`config.mk`:
```
export PLATFORM = sky130hd
export DESIGN_NAME = pfs_front
export DESIGN_NICKNAME = d
export VERILOG_FILES = /design/src/pfs_pkg.sv /design/src/pfs_front.sv
export SDC_FILE = /design/constraint.sdc
export NUM_CORES = 1
export LEC_CHECK = 0
export BUFFER_PORTS_ARGS = -buffer_cell sky130_fd_sc_hd__buf_2
export CAP_MARGIN = 20
export CORE_ASPECT_RATIO = 1.2
export CORE_MARGIN = 4
export CORE_UTILIZATION = 56
export CTS_CLUSTER_DIAMETER = 80
export DETAILED_ROUTE_END_ITERATION = 10
export PLACE_DENSITY = 0.89
export SLEW_MARGIN = 20
export SYNTH_ARGS = -nofsm -noshare
export SYNTH_HDL_FRONTEND = slang
export SYNTH_SLANG_ARGS = --single-unit
```
`constraint.sdc`:
```
create_clock -name clk_i -period 11.72 [get_ports clk_i]
set_input_delay 0.586 -clock clk_i [delete_from_list [all_inputs] [get_ports clk_i]]
set_output_delay 0.586 -clock clk_i [all_outputs]
set_load 0.01 [all_outputs]
```
`src/pfs_pkg.sv`:
```
// Shared types, constants and the helper function of the periodic frame scheduler.
`default_nettype none

package pfs_pkg;

  // Default number of table slots
  localparam int unsigned TableDepth = 32;

  // Stream widths (payload rounded up to whole bytes)
  localparam int unsigned InDataW  = 160;
  localparam int unsigned OutDataW = 104;

  // Field widths
  localparam int unsigned TimeW   = 32;
  localparam int unsigned IdW     = 29;
  localparam int unsigned DlcW    = 4;
  localparam int unsigned DataW   = 64;
  localparam int unsigned PeriodW = 16;
  localparam int unsigned CfgW    = 11;
  localparam int unsigned KindW   = 2;
  localparam int unsigned OutIdxW = 5;

  // Result kinds
  localparam logic [KindW-1:0] KindAccept = 2'd0;
  localparam logic [KindW-1:0] KindRefuse = 2'd1;
  localparam logic [KindW-1:0] KindFrame  = 2'd2;

  // Input action codes (carried on tuser)
  localparam logic ActionLoad = 1'b0;
  localparam logic ActionTick = 1'b1;

  // Static part of a table entry: counter config, period, DLC, identifier
  typedef struct packed {
    logic [CfgW-1:0]    cfg;
    logic [PeriodW-1:0] period;
    logic [DlcW-1:0]    dlc;
    logic [IdW-1:0]     id;
  } entry_t;

  // Changing part of a table entry: last send time and data bytes
  typedef struct packed {
    logic [TimeW-1:0] last_sent;
    logic [DataW-1:0] data;
  } dyn_t;

  // Classified command handed from the front to the back
  typedef struct packed {
    logic             is_tick;
    logic [TimeW-1:0] now;
    entry_t           entry;
    logic [DataW-1:0] data;
  } cmd_t;

  // Advance the rolling counter field of one data byte.
  // cfg: enable [0], byte [3:1], shift [6:4], width [10:7].
  function automatic logic [DataW-1:0] advance_counter(input logic [DataW-1:0] data,
                                                       input logic [CfgW-1:0]  cfg);
    logic [2:0]       bsel;
    logic [2:0]       shift;
    logic [3:0]       width;
    logic [8:0]       ones;
    logic [15:0]      wide;
    logic [7:0]       mask;
    logic [7:0]       fmask;
    logic [7:0]       byte_v;
    logic [7:0]       cnt;
    logic [DataW-1:0] res;
    bsel  = cfg[3:1];
    shift = cfg[6:4];
    width = cfg[10:7];
    if (width > 4'd8) width = 4'd8;
    ones   = (9'd1 << width) - 9'd1;
    wide   = {7'd0, ones} << shift;
    mask   = wide[7:0];
    fmask  = mask >> shift;
    byte_v = data[{bsel, 3'b000} +: 8];
    cnt    = (((byte_v & mask) >> shift) + 8'd1) & fmask;
    res    = data;
    res[{bsel, 3'b000} +: 8] = (byte_v & ~mask) | (cnt << shift);
    return cfg[0] ? res : data;
  endfunction

endpackage

`default_nettype wire

```
`src/pfs_front.sv`:
```
// Front part: accepts input items, classifies them and queues commands.
`default_nettype none

module pfs_front (
  input  wire logic                           clk_i,
  input  wire logic                           rst_ni,
  input  wire logic                           s_axis_tvalid,
  output logic                                s_axis_tready,
  input  wire logic [pfs_pkg::InDataW-1:0]    s_axis_tdata,
  input  wire logic                           s_axis_tuser,
  output logic                                cmd_valid_o,
  input  wire logic                           cmd_ready_i,
  output pfs_pkg::cmd_t                       cmd_o
);

  import pfs_pkg::*;

  cmd_t       slot_q [2];
  logic       wr_ptr_q, wr_ptr_d;
  logic       rd_ptr_q, rd_ptr_d;
  logic [1:0] fill_q, fill_d;
  cmd_t       in_cmd;
  logic       push, pop;

  // Classify the incoming item into a command
  always_comb begin
    in_cmd.is_tick      = (s_axis_tuser == ActionTick);
    in_cmd.now          = s_axis_tdata[31:0];
    in_cmd.entry.id     = s_axis_tdata[60:32];
    in_cmd.entry.dlc    = s_axis_tdata[64:61];
    in_cmd.data         = s_axis_tdata[128:65];
    in_cmd.entry.period = s_axis_tdata[144:129];
    in_cmd.entry.cfg    = s_axis_tdata[155:145];
  end

  assign s_axis_tready = (fill_q != 2'd2);
  assign cmd_valid_o   = (fill_q != 2'd0);
  assign cmd_o         = slot_q[rd_ptr_q];
  assign push          = s_axis_tvalid && s_axis_tready;
  assign pop           = cmd_valid_o && cmd_ready_i;

  // Advance queue pointers and fill level
  always_comb begin
    wr_ptr_d = push ? ~wr_ptr_q : wr_ptr_q;
    rd_ptr_d = pop ? ~rd_ptr_q : rd_ptr_q;
    fill_d   = fill_q;
    if (push && !pop) begin
      fill_d = fill_q + 2'd1;
    end else if (pop && !push) begin
      fill_d = fill_q - 2'd1;
    end
  end

  always_ff @(posedge clk_i or negedge rst_ni) begin
    if (!rst_ni) begin
      wr_ptr_q <= 1'b0;
      rd_ptr_q <= 1'b0;
      fill_q   <= 2'd0;
    end else begin
      wr_ptr_q <= wr_ptr_d;
      rd_ptr_q <= rd_ptr_d;
      fill_q   <= fill_d;
    end
  end

  // Store the command payload
  always_ff @(posedge clk_i) begin
    if (push) begin
      slot_q[wr_ptr_q] <= in_cmd;
    end
  end

endmodule

`default_nettype wire

```
==> out/metrics.yaml <==
rsz0062_at_grt: "no"
via_per_inst: 5.13
drc: 0
clock_latency_ps: 540
clk_path_buf_depth: 3
ys_warn_count: 0
grt_max_degree: 83
ant_nets: 0
grt_pass1_wl_um: 34500
top_layer_used: "met5"
p_leak_nw: 5.80
die_h_um: 168
placedCellCount: 1083
hold_viol_final: 0
final_core_util_pct: 70.2
cp_data_arrival_time_ps: 3000
relSlewSlack_pct: 28.6
post_cts_resized: 0
dr.first_iter.drc_count: 243
min_period_ps: 3580
final_max_slew_viol_count: 0
worst_slew_pin_slew_ps: 1070
gp_congestion: 0.742
die_width_um: 141
fin_ws_ps: 8140
wl_met1_um: 7790
syn_to_final_growth_pct: 23.1
yosys_register_bits: 318
synthesis.area_um2: 12000
cp.required_ps: 11130
final_cell_area_um2: 14700
end_kind: "output port"
synth_mux_area_share_pct: 18.0
startpoint_type: "flip-flop"
dpl_worst_slack_ps: 8650
synth_top_family_by_area: "multiplexers"
cp_max_fo: 59
path_clk_slew_ps: 60
cts_buffers: 30
grt_pass1_vias: 6420
ys_types: 16
antenna_found_initial: 7
pin_count: 324
core_um2: 21000
vias: 5873
initial_core_util_pct: 57.0
mostFrequentLayoutCell: "buf_2"
cts_tree: "done"
hp-class: "in2reg"
wl_met2_um: 12500
cap_violations: 0
clock_tree.root_cell: "clkbuf_16"
hold_ws_ps: 236
synthAdderAreaFrac_pct: 0.105
syn_area_per_cell_um2: 23.6
drt_wl_total_um: 22900
seq_area_frac_synth_pct: 79.7
fin_tns_setup_ps: 0
power_mw: 3.70
wl_per_cell_um: 20.0
grt-ovfl-total: 0
finalSetupViolations: 0
die_area_um2: 23800
max_freq_mhz: 279
post-route-period-util_pct: 30.6
final_cell_count_no_fill: 1144
placed_area_um2: 13800
wl_met3_um: 2030
grt_use_total_pct: 18.7
cts_sinks: 318
syn_nets: 673
cts_max_level: 1
synthSimpleGateAreaFrac_pct: 0.283
rows: 58
synthCells: 507
peakVddDrop_uv: 185
drive_gt1_share_pct: 60.3
io_buffer_count: 319
status: "complete, no violations"
finalNetCount: 1012
synth_xor_area_share_pct: 0.366
fin_skew_ps: 12.2
path_class: "reg2out"
synth_compound_area_share_pct: 0
power_density_nw_per_um2: 251
firstDrtPassIters: 4
dpl.hpwl_um: 15400
final_cell_mix: "buf_2, edfxtp_1, mux2_4, mux2_2, clkbuf_16"
## cells in the mapped netlist, drive strengths merged
master    n  area (um2)
and3      1        6.26
mux2    157        2150
xnor2     3        26.3
inv       1        3.75
xor2      2        17.5
buf      18         188
dfrtp     4         100
nand2b    1        6.26
ha        1        12.5
or2       1        6.26
nand2     2        7.51
edfxtp  314        9430
nor2      2        7.51
## registers in the layout, indices dropped and copies added, names as in the netlist
name / cells
rd_ptr_q: 1
fill_q: 2
wr_ptr_q: 1
slot_q: 314
## logic make-up after synthesis
group	after synthesis
adders and majority gates	1
muxes	157
xor gates and xnor gates	5
DFF	318
and+or+nand+nor	7
buffers and inverters	19
## worst paths after layout
kind,startpoint,slack [ps],end,cells after the start
max,rd_ptr_q,8140,cmd_o[9],3
min,s_axis_tdata[26],240,slot_q[1][150],1
max reg2reg,fill_q[0],8960,slot_q[0][25],4
min reg2reg,fill_q[1],510,fill_q[1],1
max in group asynchronous,rst_ni,11170,rd_ptr_q,2
min in group asynchronous,rst_ni,410,fill_q[0],2
## report_power, final
group	switching, mW	internal (mW)
sequential	0.101	1.56
clock	0.383	0.527
combinational	0.571	0.560
total	1.06	2.65
## what timing repair did
| item | CTS | global route |
|---|---|---|
| endpoints found under the hold margin | 4 | 0 |
| hold buffers | 1 | 0 |
| buffers inserted | 0 | 0 |
| endpoints found under the setup margin | 0 | 0 |
## worst max-delay path, stage by stage (launching register included)
cell	delay [ps]
dfrtp_4	930
buf_4	920
mux2_2	420
buf_2	150
## layer usage
layer / global-route usage (%) / vias up
met5: 0 / -
met1: 19.8 / 2888
li1: - / 2701
met2: 35.4 / 231
met3: 5.94 / 47
met4: 5.26 / 6
## layout make-up
cell class | instances | area (um2)
tap | 270 | 338
fill | 1297 | 6250
multi-input combinational | 170 | 2250
sequential | 318 | 9530
clock inverter | 17 | 133
timing repair buffer | 325 | 1650
clock buffer | 39 | 806
antenna | 4 | 10.0
inverter | 1 | 3.75
No activity file was read; power rests on OpenSTA's default activity.
