`config.mk`:
```
export PLATFORM = sky130hd
export DESIGN_NAME = pfs_back
export DESIGN_NICKNAME = d
export VERILOG_FILES = /design/src/pfs_pkg.sv /design/src/pfs_ram.sv /design/src/pfs_back.sv
export SDC_FILE = /design/constraint.sdc
export NUM_CORES = 2
export LEC_CHECK = 0
export BUFFER_PORTS_ARGS = -buffer_cell sky130_fd_sc_hd__buf_2
export CAP_MARGIN = 20
export CORE_MARGIN = 10
export CORE_UTILIZATION = 37
export CTS_BUF_LIST = sky130_fd_sc_hd__clkbuf_16
export CTS_CLUSTER_SIZE = 10
export DETAILED_ROUTE_END_ITERATION = 8
export SLEW_MARGIN = 0
export SYNTH_ARGS = -nofsm -noshare
export SYNTH_HDL_FRONTEND = slang
export SYNTH_MEMORY_MAX_BITS = 65536
export SYNTH_SLANG_ARGS = --single-unit
```
`constraint.sdc`:
```
create_clock -name clk_i -period 18.6 [get_ports clk_i]
set_input_delay 0 -clock clk_i [delete_from_list [all_inputs] [get_ports clk_i]]
set_output_delay 0 -clock clk_i [all_outputs]
set_load 0.01 [all_outputs]
```
`src/pfs_pkg.sv`:
```
// Shared types, constants and the helper function of the periodic frame scheduler.
`default_nettype none

package pfs_pkg;

  // Default number of table slots
  localparam int unsigned TableDepth = 32;

  // Stream widths (payload rounded up to whole bytes)
  localparam int unsigned InDataW  = 160;
  localparam int unsigned OutDataW = 104;

  // Field widths
  localparam int unsigned TimeW   = 32;
  localparam int unsigned IdW     = 29;
  localparam int unsigned DlcW    = 4;
  localparam int unsigned DataW   = 64;
  localparam int unsigned PeriodW = 16;
  localparam int unsigned CfgW    = 11;
  localparam int unsigned KindW   = 2;
  localparam int unsigned OutIdxW = 5;

  // Result kinds
  localparam logic [KindW-1:0] KindAccept = 2'd0;
  localparam logic [KindW-1:0] KindRefuse = 2'd1;
  localparam logic [KindW-1:0] KindFrame  = 2'd2;

  // Input action codes (carried on tuser)
  localparam logic ActionLoad = 1'b0;
  localparam logic ActionTick = 1'b1;

  // Static part of a table entry: counter config, period, DLC, identifier
  typedef struct packed {
    logic [CfgW-1:0]    cfg;
    logic [PeriodW-1:0] period;
    logic [DlcW-1:0]    dlc;
    logic [IdW-1:0]     id;
  } entry_t;

  // Changing part of a table entry: last send time and data bytes
  typedef struct packed {
    logic [TimeW-1:0] last_sent;
    logic [DataW-1:0] data;
  } dyn_t;

  // Classified command handed from the front to the back
  typedef struct packed {
    logic             is_tick;
    logic [TimeW-1:0] now;
    entry_t           entry;
    logic [DataW-1:0] data;
  } cmd_t;

  // Advance the rolling counter field of one data byte.
  // cfg: enable [0], byte [3:1], shift [6:4], width [10:7].
  function automatic logic [DataW-1:0] advance_counter(input logic [DataW-1:0] data,
                                                       input logic [CfgW-1:0]  cfg);
    logic [2:0]       bsel;
    logic [2:0]       shift;
    logic [3:0]       width;
    logic [8:0]       ones;
    logic [15:0]      wide;
    logic [7:0]       mask;
    logic [7:0]       fmask;
    logic [7:0]       byte_v;
    logic [7:0]       cnt;
    logic [DataW-1:0] res;
    bsel  = cfg[3:1];
    shift = cfg[6:4];
    width = cfg[10:7];
    if (width > 4'd8) width = 4'd8;
    ones   = (9'd1 << width) - 9'd1;
    wide   = {7'd0, ones} << shift;
    mask   = wide[7:0];
    fmask  = mask >> shift;
    byte_v = data[{bsel, 3'b000} +: 8];
    cnt    = (((byte_v & mask) >> shift) + 8'd1) & fmask;
    res    = data;
    res[{bsel, 3'b000} +: 8] = (byte_v & ~mask) | (cnt << shift);
    return cfg[0] ? res : data;
  endfunction

endpackage

`default_nettype wire

```
`src/pfs_ram.sv`:
```
// Generic single-write, single-read RAM with registered read data.
`default_nettype none

module pfs_ram #(
  parameter int unsigned Width = 8,
  parameter int unsigned Depth = 32
) (
  input  wire logic                                  clk_i,
  input  wire logic                                  we_i,
  input  wire logic [(Depth > 1 ? $clog2(Depth) : 1)-1:0] waddr_i,
  input  wire logic [Width-1:0]                      wdata_i,
  input  wire logic                                  re_i,
  input  wire logic [(Depth > 1 ? $clog2(Depth) : 1)-1:0] raddr_i,
  output logic      [Width-1:0]                      rdata_o
);

  logic [Width-1:0] mem_q [Depth];

  // Write port
  always_ff @(posedge clk_i) begin
    if (we_i) begin
      mem_q[waddr_i] <= wdata_i;
    end
  end

  // Registered read port, holds while not enabled
  always_ff @(posedge clk_i) begin
    if (re_i) begin
      rdata_o <= mem_q[raddr_i];
    end
  end

endmodule

`default_nettype wire

```
`src/pfs_back.sv`:
```
// Back part: executes loads and walks the table on ticks, drives the result stream.
`default_nettype none

module pfs_back #(
  parameter int unsigned TableDepth = pfs_pkg::TableDepth
) (
  input  wire logic                           clk_i,
  input  wire logic                           rst_ni,
  input  wire logic                           cmd_valid_i,
  output logic                                cmd_ready_o,
  input  wire pfs_pkg::cmd_t                  cmd_i,
  output logic                                m_axis_tvalid,
  input  wire logic                           m_axis_tready,
  output logic [pfs_pkg::OutDataW-1:0]        m_axis_tdata,
  output logic [pfs_pkg::KindW-1:0]           m_axis_tuser,
  output logic                                m_axis_tlast
);

  import pfs_pkg::*;

  localparam int unsigned IdxW = (TableDepth > 1) ? $clog2(TableDepth) : 1;
  localparam int unsigned CntW = $clog2(TableDepth + 1);

  typedef enum logic [1:0] {
    StIdle,
    StScan,
    StFlush
  } state_e;

  state_e             state_q, state_d;
  logic [CntW-1:0]    cnt_q, cnt_d;
  logic [CntW-1:0]    scan_q, scan_d;
  logic               ev_vld_q, ev_vld_d;
  logic [IdxW-1:0]    ev_idx_q, ev_idx_d;
  logic [TimeW-1:0]   now_q, now_d;

  // Held frame, waiting to learn whether it is the final one
  logic               pend_vld_q, pend_vld_d;
  logic [IdxW-1:0]    pend_idx_q, pend_idx_d;
  logic [IdW-1:0]     pend_id_q, pend_id_d;
  logic [DlcW-1:0]    pend_dlc_q, pend_dlc_d;
  logic [DataW-1:0]   pend_data_q, pend_data_d;

  // Output register
  logic               out_vld_q, out_vld_d;
  logic [KindW-1:0]   out_kind_q, out_kind_d;
  logic [OutIdxW-1:0] out_idx_q, out_idx_d;
  logic [IdW-1:0]     out_id_q, out_id_d;
  logic [DlcW-1:0]    out_dlc_q, out_dlc_d;
  logic [DataW-1:0]   out_data_q, out_data_d;
  logic               out_last_q, out_last_d;

  // Memory ports
  logic               a_we, b_we, rd_en;
  logic [IdxW-1:0]    a_waddr, b_waddr, raddr;
  entry_t             a_wdata, a_rdata;
  dyn_t               b_wdata, b_rdata;

  logic               out_free;
  logic               is_due;
  logic [TimeW-1:0]   due_time;
  logic [DataW-1:0]   next_data;
  logic               stall;

  pfs_ram #(
    .Width ($bits(entry_t)),
    .Depth (TableDepth)
  ) u_entry_ram (
    .clk_i   (clk_i),
    .we_i    (a_we),
    .waddr_i (a_waddr),
    .wdata_i (a_wdata),
    .re_i    (rd_en),
    .raddr_i (raddr),
    .rdata_o (a_rdata)
  );

  pfs_ram #(
    .Width ($bits(dyn_t)),
    .Depth (TableDepth)
  ) u_dyn_ram (
    .clk_i   (clk_i),
    .we_i    (b_we),
    .waddr_i (b_waddr),
    .wdata_i (b_wdata),
    .re_i    (rd_en),
    .raddr_i (raddr),
    .rdata_o (b_rdata)
  );

  // Evaluate the entry whose record was just read
  assign due_time  = b_rdata.last_sent + {{(TimeW - PeriodW){1'b0}}, a_rdata.period};
  assign is_due    = ev_vld_q && (now_q >= due_time);
  assign next_data = advance_counter(b_rdata.data, a_rdata.cfg);
  assign out_free  = !out_vld_q || m_axis_tready;
  assign stall     = is_due && pend_vld_q && !out_free;

  always_comb begin
    state_d     = state_q;
    cnt_d       = cnt_q;
    scan_d      = scan_q;
    ev_vld_d    = ev_vld_q;
    ev_idx_d    = ev_idx_q;
    now_d       = now_q;
    pend_vld_d  = pend_vld_q;
    pend_idx_d  = pend_idx_q;
    pend_id_d   = pend_id_q;
    pend_dlc_d  = pend_dlc_q;
    pend_data_d = pend_data_q;
    out_vld_d   = out_vld_q && !m_axis_tready;
    out_kind_d  = out_kind_q;
    out_idx_d   = out_idx_q;
    out_id_d    = out_id_q;
    out_dlc_d   = out_dlc_q;
    out_data_d  = out_data_q;
    out_last_d  = out_last_q;
    cmd_ready_o = 1'b0;
    a_we        = 1'b0;
    a_waddr     = cnt_q[IdxW-1:0];
    a_wdata     = cmd_i.entry;
    b_we        = 1'b0;
    b_waddr     = cnt_q[IdxW-1:0];
    b_wdata     = {{TimeW{1'b0}}, cmd_i.data};
    rd_en       = 1'b0;
    raddr       = scan_q[IdxW-1:0];

    unique case (state_q)
      StIdle: begin
        if (cmd_valid_i && out_free) begin
          cmd_ready_o = 1'b1;
          if (cmd_i.is_tick) begin
            // Start a walk over the loaded entries
            now_d    = cmd_i.now;
            scan_d   = '0;
            ev_vld_d = 1'b0;
            state_d  = StScan;
          end else begin
            // Append an entry, or refuse when full
            out_vld_d  = 1'b1;
            out_id_d   = '0;
            out_dlc_d  = '0;
            out_data_d = '0;
            out_last_d = 1'b1;
            if (cnt_q == CntW'(TableDepth)) begin
              out_kind_d = KindRefuse;
              out_idx_d  = '0;
            end else begin
              a_we       = 1'b1;
              b_we       = 1'b1;
              out_kind_d = KindAccept;
              out_idx_d  = OutIdxW'(cnt_q[IdxW-1:0]);
              cnt_d      = cnt_q + CntW'(1);
            end
          end
        end
      end

      StScan: begin
        if (!stall) begin
          if (is_due) begin
            // Write back the advanced data and send time
            b_we    = 1'b1;
            b_waddr = ev_idx_q;
            b_wdata = {now_q, next_data};
            if (pend_vld_q) begin
              out_vld_d  = 1'b1;
              out_kind_d = KindFrame;
              out_idx_d  = OutIdxW'(pend_idx_q);
              out_id_d   = pend_id_q;
              out_dlc_d  = pend_dlc_q;
              out_data_d = pend_data_q;
              out_last_d = 1'b0;
            end
            pend_vld_d  = 1'b1;
            pend_idx_d  = ev_idx_q;
            pend_id_d   = a_rdata.id;
            pend_dlc_d  = a_rdata.dlc;
            pend_data_d = next_data;
          end
          // Issue the next read, or finish the walk
          if (scan_q < cnt_q) begin
            rd_en    = 1'b1;
            ev_vld_d = 1'b1;
            ev_idx_d = scan_q[IdxW-1:0];
            scan_d   = scan_q + CntW'(1);
          end else begin
            ev_vld_d = 1'b0;
            if (!ev_vld_q) begin
              state_d = StFlush;
            end
          end
        end
      end

      StFlush: begin
        // Release the held frame as the final one
        if (!pend_vld_q) begin
          state_d = StIdle;
        end else if (out_free) begin
          out_vld_d  = 1'b1;
          out_kind_d = KindFrame;
          out_idx_d  = OutIdxW'(pend_idx_q);
          out_id_d   = pend_id_q;
          out_dlc_d  = pend_dlc_q;
          out_data_d = pend_data_q;
          out_last_d = 1'b1;
          pend_vld_d = 1'b0;
          state_d    = StIdle;
        end
      end

      default: begin
        state_d = StIdle;
      end
    endcase
  end

  always_ff @(posedge clk_i or negedge rst_ni) begin
    if (!rst_ni) begin
      state_q     <= StIdle;
      cnt_q       <= '0;
      scan_q      <= '0;
      ev_vld_q    <= 1'b0;
      ev_idx_q    <= '0;
      now_q       <= '0;
      pend_vld_q  <= 1'b0;
      pend_idx_q  <= '0;
      pend_id_q   <= '0;
      pend_dlc_q  <= '0;
      pend_data_q <= '0;
      out_vld_q   <= 1'b0;
      out_kind_q  <= KindAccept;
      out_idx_q   <= '0;
      out_id_q    <= '0;
      out_dlc_q   <= '0;
      out_data_q  <= '0;
      out_last_q  <= 1'b0;
    end else begin
      state_q     <= state_d;
      cnt_q       <= cnt_d;
      scan_q      <= scan_d;
      ev_vld_q    <= ev_vld_d;
      ev_idx_q    <= ev_idx_d;
      now_q       <= now_d;
      pend_vld_q  <= pend_vld_d;
      pend_idx_q  <= pend_idx_d;
      pend_id_q   <= pend_id_d;
      pend_dlc_q  <= pend_dlc_d;
      pend_data_q <= pend_data_d;
      out_vld_q   <= out_vld_d;
      out_kind_q  <= out_kind_d;
      out_idx_q   <= out_idx_d;
      out_id_q    <= out_id_d;
      out_dlc_q   <= out_dlc_d;
      out_data_q  <= out_data_d;
      out_last_q  <= out_last_d;
    end
  end

  // Drive the result stream from the output register
  assign m_axis_tvalid = out_vld_q;
  assign m_axis_tuser  = out_kind_q;
  assign m_axis_tlast  = out_last_q;
  assign m_axis_tdata  = {2'b00, out_data_q, out_dlc_q, out_id_q, out_idx_q};

endmodule

`default_nettype wire

```
==> qor.yml <==
status: "finished clean"
grt_pass1_vias: 105600
fin_crit_sh_pct: 54.38
drive_gt1_share_pct: 30.55
num-fill-cells: 47520
antenna_found_initial: 56
rsz0062_at_grt: "false"
hold_start: "cmd_i[28]"
required_ns: 19.29
netlist_area_um2: 209500
cts_hold_buffers: 239
syn_inst: 9153
overflow: 0
core_area_um2: 564600
std_cell_rows: 276
critPathMaxStageDelay_ns: 0.85
ios: 270
dieWidth_um: 772.5
clkPwrFrac_pct: 30.7
worstSetupPathType: "reg -> reg"
synth-seq-cells: 5409
final_cell_mix: "edfxtp_1 (5148), mux4_2 (1579), clkbuf_16 (633)"
cts_root_buffer: "clkbuf_16"
grt_util_all_layers_pct: 19.31
post_cts_buffers: 0
cp-start-kind: "register"
rrSetupSlack_ns: 8.48
ys.flop_type: "edfxtp_1"
fmax_ghz: 0.09886
syn2layout_area_growth_pct: 15.68
vdd_drop_max_mv: 0.1396
netSwitchingFraction_pct: 30.25
min_path_type: "in -> reg"
start_util_pct: 37.11
cap_violations: 0
vias: 103900
comb_power_share_pct: 26.6
cp_common_cell: "a21o_1"
grt_max_degree: 152
seq_power_share_pct: 42.7
cp.arrival_ns: 10.80
h-tree-depth: 6
viasPerCell: 5.793
maxSlewViolCount: 0
grt_pass1_wl_um: 827200
end_kind: "register"
worst_pin_slew_ns: 1.277
r2r-end: "u_dyn_ram.mem_q[19][25]"
drt-total-wl_um: 589200
yosys_warnings: 0
nets: 10320
cts-resized-gates: 0
port_buffers: 267
powerDensity_nw_per_um2: 145.5
r2r_cells: 26
total_leakage_power_uw: 0.07633
skew_ns: 0.08175
worstHoldPathCells: 4
slew_headroom_pct: 14.86
numCtsBuffers: 621
finalHoldViolCount: 0
path_clk_slew_ns: 0.06
syn_avg_cell_area_um2: 22.89
synthArstFlopShare_pct: 4.825
dp_hpwl_um: 311600
synth_edf_count: 5148
drc: 0
synth_cell_types: 100
p_int_uw: 24600
routabilityCongestion: 0.8533
final.min_clock_period_ns: 10.12
die_area_um2: 596700
cts_tree: "yes"
min_delay_worst_endpoint: "u_dyn_ram.mem_q[9][28]"
dr.pass1.iters: 9
die_h_um: 772.5
drt_iter0_markers: 13470
cts_num_sinks: 5409
clock_latency_ns: 1.12
setup_violations: 0
yosysSeqAreaShare_pct: 76.90
finalPower_uw: 35270
p_sw_uw: 10670
routedWlPerCell_um: 32.86
critPathMaxFanout: 44
r2r_start: "u_entry_ram.rdata_o[33]"
clk_path_buf_depth: 4
fin_setup_tns_ns: 0
final_common_cell: "edfxtp_1"
cp_slowest_cell: "nor2_4"
ant_nets: 0
==> worst max path at each step <==
stage | startpoint | endpoint | slack, ns | cells after the start
after global placement | u_entry_ram.rdata_o[33] | u_dyn_ram.mem_q[19][55] | 8.33 | 26
after floorplan | u_entry_ram.rdata_o[33] | u_dyn_ram.mem_q[2][0] | 8.60 | 25
after CTS | u_entry_ram.rdata_o[33] | u_dyn_ram.mem_q[19][25] | 8.45 | 26
after detailed placement | u_entry_ram.rdata_o[33] | u_dyn_ram.mem_q[19][25] | 8.51 | 26
after global routing | u_entry_ram.rdata_o[33] | u_dyn_ram.mem_q[19][25] | 8.10 | 26
final | u_entry_ram.rdata_o[33] | u_dyn_ram.mem_q[19][25] | 8.48 | 26
==> sequential cells by signal, summed over array words and instances, names as in the netlist, 29 cells and up <==
name                 cells
u_dyn_ram.rdata_o       96
u_entry_ram.mem_q     1920
pend_data_q             64
u_entry_ram.rdata_o     60
out_id_q                29
u_dyn_ram.mem_q       3072
out_data_q              64
now_q                   32
pend_id_q               29
==> per-layer routing <==
layer  part of all wire [%]  wire length [um]  track usage [%]
met5                  0.036               212                0
met4                    2.6             15100            4.775
met1                     40            234700            26.87
met3                    9.4             55270            4.022
met2                     48            283900            31.26
==> per-stage QoR <==
stage	utilization, %	instance area [um2]	setup slack, ns	hold slack, ns	instances
5_1_grt	42.92	242300	8.098	-0.003757	17920
3_3_place_gp	39.17	221200	8.327	0.06720	16680
3_5_place_dp	39.19	221300	8.513	0.08189	16690
2_1_floorplan	-	209500	8.602	-0.2956	9154
6_report	42.92	242400	8.485	0.006623	17930
4_1_cts	42.76	241400	8.449	0.002456	17870
==> Yosys cell counts, types with 48 or more instances <==
library cell / instances / share of area (%)
mux4_2: 1579 / 17
mux2_2: 200 / 1.1
a21oi_1: 53 / 0.13
edfxtp_1: 5148 / 74
nor2_1: 161 / 0.29
ha_1: 70 / 0.42
o211ai_1: 48 / 0.17
buf_1: 74 / 0.13
o21ai_0: 133 / 0.32
nand3_1: 56 / 0.13
dfrtp_1: 261 / 3.1
nand2_1: 466 / 0.83
clkbuf_1: 395 / 0.71
==> cell type report <==
type                            count  area, um2  area share (%)
Antenna cell                       16      40.04         0.01652
Clock buffer                      629      15740           6.495
Clock inverter                    314       1986          0.8193
Inverter                           34      142.6         0.05886
Multi-Input combinational cell   3221      46970           19.38
Sequential cell                  5409     161100           66.49
Tap cell                         7506       9392           3.875
Timing Repair Buffer              803       6948           2.867
==> worst max-delay path, delay by kind of cell (launching register included) <==
family | cells | cell delay [ns]
AOI/OAI and AO/OA | 18 | 5.04
xor gates and xnor gates | 1 | 0.17
adders and majority gates | 3 | 0.88
buffers and inverters | 2 | 1.55
DFF | 1 | 0.37
muxes | 1 | 0.70
and+or+nand+nor | 1 | 0.85
==> cell families after synthesis <==
kind of cell	synth area share, %
AO/OA/AOI/OAI	1.512
adder cells (fa/ha/maj)	0.4276
other	0.001790
XOR/XNOR	0.1624
buffers and inverters	0.9782
multiplexers	18.20
flip-flops	76.90
AND/OR/NAND/NOR	1.810
==> power groups by stage <==
stage | registers, uW | logic, uW | clock network, uW
3_5_place_dp | 15300 | 9310 | 0
5_1_grt | 15100 | 9980 | 11500
6_report | 15100 | 9380 | 10800
2_1_floorplan | 14900 | 6370 | 0
4_1_cts | 15100 | 9400 | 11000
3_3_place_gp | 15300 | 9220 | 0
Note: power is estimated with default switching activity, not from simulation.
